--- src/rtl/core/bpis_pkg.sv ---
// types, constants and codes shared by the bsp point-in-solid query block
`timescale 1ns / 1ps

package bpis_pkg;

  localparam int NODE_COUNT_DEF  = 1024;
  localparam int PLANE_COUNT_DEF = 1024;
  localparam int DEPTH_LIMIT_DEF = 64;

  localparam int CODE_W = 11;
  localparam logic [CODE_W-1:0] CODE_EMPTY = 11'd1024;
  localparam logic [CODE_W-1:0] CODE_SOLID = 11'd1025;

  localparam int SUM_W = 50;

  typedef enum logic [1:0] {
    OP_WR_NODE  = 2'd0,
    OP_WR_PLANE = 2'd1,
    OP_QUERY    = 2'd2
  } op_e_t;

  typedef enum logic [2:0] {
    ST_IDLE,
    ST_CHECK,
    ST_NODE,
    ST_PLANE,
    ST_MUL,
    ST_SUM,
    ST_DONE
  } state_t;

  typedef struct packed {
    logic [1:0]         opcode;
    logic [9:0]         slot;
    logic [9:0]         plane_ref;
    logic [10:0]        front_child;
    logic [10:0]        back_child;
    logic signed [15:0] norm_x;
    logic signed [15:0] norm_y;
    logic signed [15:0] norm_z;
    logic signed [31:0] plane_offset;
    logic signed [31:0] pt_x;
    logic signed [31:0] pt_y;
    logic signed [31:0] pt_z;
  } in_item_t;

  typedef struct packed {
    logic       in_solid;
    logic       depth_fault;
    logic [6:0] steps_taken;
  } out_item_t;

  typedef struct packed {
    logic [10:0] back_child;
    logic [10:0] front_child;
    logic [9:0]  plane_ref;
  } node_t;

  typedef struct packed {
    logic signed [15:0] norm_z;
    logic signed [15:0] norm_y;
    logic signed [15:0] norm_x;
    logic signed [31:0] offset;
  } plane_t;

  typedef struct packed {
    logic wr_node;
    logic wr_plane;
    logic start;
    logic node_rd;
    logic plane_rd;
    logic mul;
    logic sum;
    logic advance;
    logic set_fault;
    logic load_out;
  } ctl_cmd_t;

  typedef struct packed {
    logic leaf;
    logic at_limit;
  } dp_status_t;

endpackage

--- src/rtl/core/bpis_ctrl.sv ---
// walk sequencer and channel handshakes
`timescale 1ns / 1ps

module bpis_ctrl
  import bpis_pkg::*;
(
  input  logic       clk,
  input  logic       rst_n,
  input  logic       in_valid,
  output logic       in_ready,
  input  logic [1:0] in_opcode,
  output logic       out_valid,
  input  logic       out_ready,
  input  dp_status_t sts,
  output ctl_cmd_t   cmd
);

  state_t state_r, state_nxt;
  logic   out_valid_r, out_valid_nxt;

  always_ff @(posedge clk) begin
    if (!rst_n) begin
      state_r     <= ST_IDLE;
      out_valid_r <= 1'b0;
    end else begin
      state_r     <= state_nxt;
      out_valid_r <= out_valid_nxt;
    end
  end

  always_comb begin
    state_nxt     = state_r;
    out_valid_nxt = out_valid_r;
    cmd           = '0;
    if (out_valid_r && out_ready) begin
      out_valid_nxt = 1'b0;
    end
    case (state_r)
      ST_IDLE: begin
        if (in_valid) begin
          case (op_e_t'(in_opcode))
            OP_WR_NODE:  cmd.wr_node  = 1'b1;
            OP_WR_PLANE: cmd.wr_plane = 1'b1;
            OP_QUERY: begin
              cmd.start = 1'b1;
              state_nxt = ST_CHECK;
            end
            default: ;
          endcase
        end
      end
      ST_CHECK: begin
        if (sts.leaf) begin
          state_nxt = ST_DONE;
        end else if (sts.at_limit) begin
          cmd.set_fault = 1'b1;
          state_nxt     = ST_DONE;
        end else begin
          cmd.node_rd = 1'b1;
          state_nxt   = ST_NODE;
        end
      end
      ST_NODE: begin
        cmd.plane_rd = 1'b1;
        state_nxt    = ST_PLANE;
      end
      ST_PLANE: begin
        cmd.mul   = 1'b1;
        state_nxt = ST_MUL;
      end
      ST_MUL: begin
        cmd.sum   = 1'b1;
        state_nxt = ST_SUM;
      end
      ST_SUM: begin
        cmd.advance = 1'b1;
        state_nxt   = ST_CHECK;
      end
      ST_DONE: begin
        if (!out_valid_r || out_ready) begin
          cmd.load_out  = 1'b1;
          out_valid_nxt = 1'b1;
          state_nxt     = ST_IDLE;
        end
      end
      default: state_nxt = ST_IDLE;
    endcase
  end

  assign in_ready  = (state_r == ST_IDLE);
  assign out_valid = out_valid_r;

endmodule

--- config.mk ---
export PLATFORM = sky130hd
export DESIGN_NAME = bpis_ctrl
export DESIGN_NICKNAME = d
export VERILOG_FILES = /design/src/rtl/core/bpis_pkg.sv /design/src/rtl/core/bpis_ctrl.sv
export SDC_FILE = /design/constraint.sdc
export NUM_CORES = 1
export LEC_CHECK = 0
export ABC_AREA = 0
export BUFFER_PORTS_ARGS = -buffer_cell sky130_fd_sc_hd__buf_2
export CORE_AREA = 2 2 39 41
export CTS_BUF_LIST = sky130_fd_sc_hd__clkbuf_4 sky130_fd_sc_hd__clkbuf_8
export DETAILED_ROUTE_END_ITERATION = 6
export DIE_AREA = 0 0 41 43
export GPL_ROUTABILITY_DRIVEN = 0
export MAX_ROUTING_LAYER = met4
export PLACE_DENSITY = 0.54
export SETUP_SLACK_MARGIN = 0.1
export SYNTH_ARGS = -nofsm -noshare
export SYNTH_HDL_FRONTEND = slang
export SYNTH_SLANG_ARGS = --single-unit
--- constraint.sdc ---
create_clock -name clk -period 1.6 [get_ports clk]
set_input_delay 0.24 -clock clk [delete_from_list [all_inputs] [get_ports clk]]
set_output_delay 0.24 -clock clk [all_outputs]
set_load 0.01 [all_outputs]
==> results.txt <==
Outcome - completed
Fin util - 32.28%
Vias in the first global route - 266
H-Tree Depth - 1
Worst skew pair latency - 0.24 ns
Number of setup buffers added after CTS - 0
DRC errors left - 0
Max Freq - 710.5 MHz
Final setup fails - 0
Area Overhead vs Synth - 40.55%
Initial drt markers - 3
Measured slew at the worst slew-check pin - 0.2997 ns
Slew Limit Fails - 0
Placed inst area - 414.1 sq um
Max-Cap Viols - 0
Final #Nets - 66
Detailed placement HPWL - 537.9 um
Sink Count - 4
Wirelength, routed - 743 um
Critical setup path kind - reg2out
Core region area - 1384 sq um
Largest net degree at the start of global routing - 13
Cell taking the most area after synthesis - dfxtp_1
Worst path required time - 1.36 ns
Synth top area share - 25.20%
Clock transition at the registers of the reported paths - 0.04 ns
Cts hold-fix bufs - 0
Clk root buf - clkbuf_4
Setup TNS - 0 ns
Leak Pwr - 0.2163 nW
Peak supply drop - 0.2991 mV
Post-layout min period - 1.407 ns
# port buffers - 19
Register area share after synthesis - 25.20%
Synth warn - 0
Yosys reg bits - 4
Final Hold Fails - 0
Post-Syn Instances - 36
Via count - 328
RSZ-0062 raised after global routing - no
Fin crit share - 87.96%
Avg Vias per Cell - 4.556
Startpoint types - flip-flop
Worst slew margin - 79.89%
Share of cells above drive strength 1 - 58.93%
Fin Clk Skew - 0.004424 ns
Arr. time, crit path - 1.17 ns
Design area - 446.7 sq um
Die W - 41 um
Worst Setup End Kind - primary output
N_diodes - 0
CP Max Fanout - 12
TritonCTS clock tree - done
Pwr Total - 392.3 uW
Initial antenna violation count - 0
Syn avg cell area - 8.828 sq um
DRT Pass-1 Iters - 4
Number of buffers on the longest clock path - 2
Post-Syn Area - 317.8 sq um
Power Density - 878.3 nW/um^2
Wire length per cell after detailed routing - 10.32 um
Top cells by area, synth - dfxtp_1 (25%), and4b_1 (6.3%), a2111oi_2 (4.7%)
DIE AREA - 1763 sq um
CTS Buf Count - 3
Number of routed nets with antenna violations - 0
GRT Util Overall - 10.48%
Total congestion overflow - 0
Synth unique cells - 26
Die H - 43 um
Number of cell rows - 14
Min-delay worst type - in2reg
First-pass GRT wire length - 1166 um
Number of top-level pins - 20
Initial Util - 22.97%
Syn_nets - 44
[routing by layer]
| layer | track usage [%] | vias to the layer above | wire length [um] |
|---|---|---|---|
| met5 | - | - | 0 |
| met4 | 10.00 | 0 | 8 |
| met3 | 3.141 | 2 | 84 |
| met2 | 11.56 | 16 | 312 |
| met1 | 14.10 | 138 | 339 |
| li1 | - | 172 | - |
[cells in the final DEF, fill, tap and decap left out, drive strengths merged]
master	n
buf	19
nor2	4
dfxtp	4
nand2	3
clkbuf	3
inv	3
and4b	2
nor2b	2
nand2b	2
nor3	2
a21oi	2
and2	1
and4	1
and3	1
nor3b	1
a211o	1
o31ai	1
nor4b	1
a31o	1
a311oi	1
a2111oi	1
[logic make-up after synthesis]
kind of cell / count (synthesis) / share of synthesized area, %
buffers and inverters: 5 / 9.449
flip-flops: 4 / 25.20
AO/OA/AOI/OAI: 7 / 21.26
AND/OR/NAND/NOR: 20 / 44.10
[metrics by stage]
| stage | instances | setup slack, ns | hold WS (ns) |
|---|---|---|---|
| floorplan | 36 | 0.4239 | 0.3748 |
| global placement | 69 | 0.3206 | 0.4909 |
| detailed placement | 69 | 0.3112 | 0.4811 |
| CTS | 72 | 0.1360 | 0.2413 |
| global route | 72 | 0.1128 | 0.2452 |
| finish | 72 | 0.1926 | 0.2482 |
[critical path, cell delays in order, from the launching register on]
cell and delay (ns):
dfxtp_2 0.39, nor3_4 0.21, and4b_1 0.20, buf_2 0.12
[what timing repair did]
item,4_1_cts,5_1_grt
pin swaps,0,0
setup endpoints to repair,4,6
gates resized for setup,2,2
[flip-flops by register name, indices dropped and copies added (netlist names)]
signal     flops
out_valid      1
state_r        3
[final cells by class]
type	instances	area (sq um)
multi-input cells	27	214.0
well taps	16	20.02
repair buffers	19	95.09
inverters	3	11.26
clock buffers	3	22.52
fillers	145	937.1
flip-flops and latches	4	83.83
[power breakdown]
group	internal (mW)	total [mW]	leakage, nW	switching, mW
Combinational	0.0625	0.118	0.169	0.0553
Sequential	0.113	0.145	0.0338	0.0329
Clock	0.0842	0.129	0.0138	0.0449
Total	0.259	0.392	0.216	0.133
[cells in the mapped netlist, drive strengths merged]
| library cell | instances |
|---|---|
| nor2 | 4 |
| a2111oi | 1 |
| and2 | 1 |
| a31o | 1 |
| inv | 3 |
| a21oi | 2 |
| nor2b | 2 |
| a211o | 1 |
| and4b | 2 |
| nand2b | 2 |
| nor3 | 2 |
| and4 | 1 |
| nor3b | 1 |
| o31ai | 1 |
| and3 | 1 |
| dfxtp | 4 |
| nor4b | 1 |
| buf | 2 |
| a311oi | 1 |
| nand2 | 3 |
[final timing paths]
kind | slack, ns | to | start | cells past startpoint
hold / removal | 0.25 | state_r[1] | rst_n | 2
setup / recovery | 0.19 | cmd[8] | state_r[1] | 3
setup reg to reg | 0.59 | state_r[2] | state_r[2] | 3
hold reg to reg | 0.54 | out_valid | out_valid | 2
(Power assumes the default switching activity.)
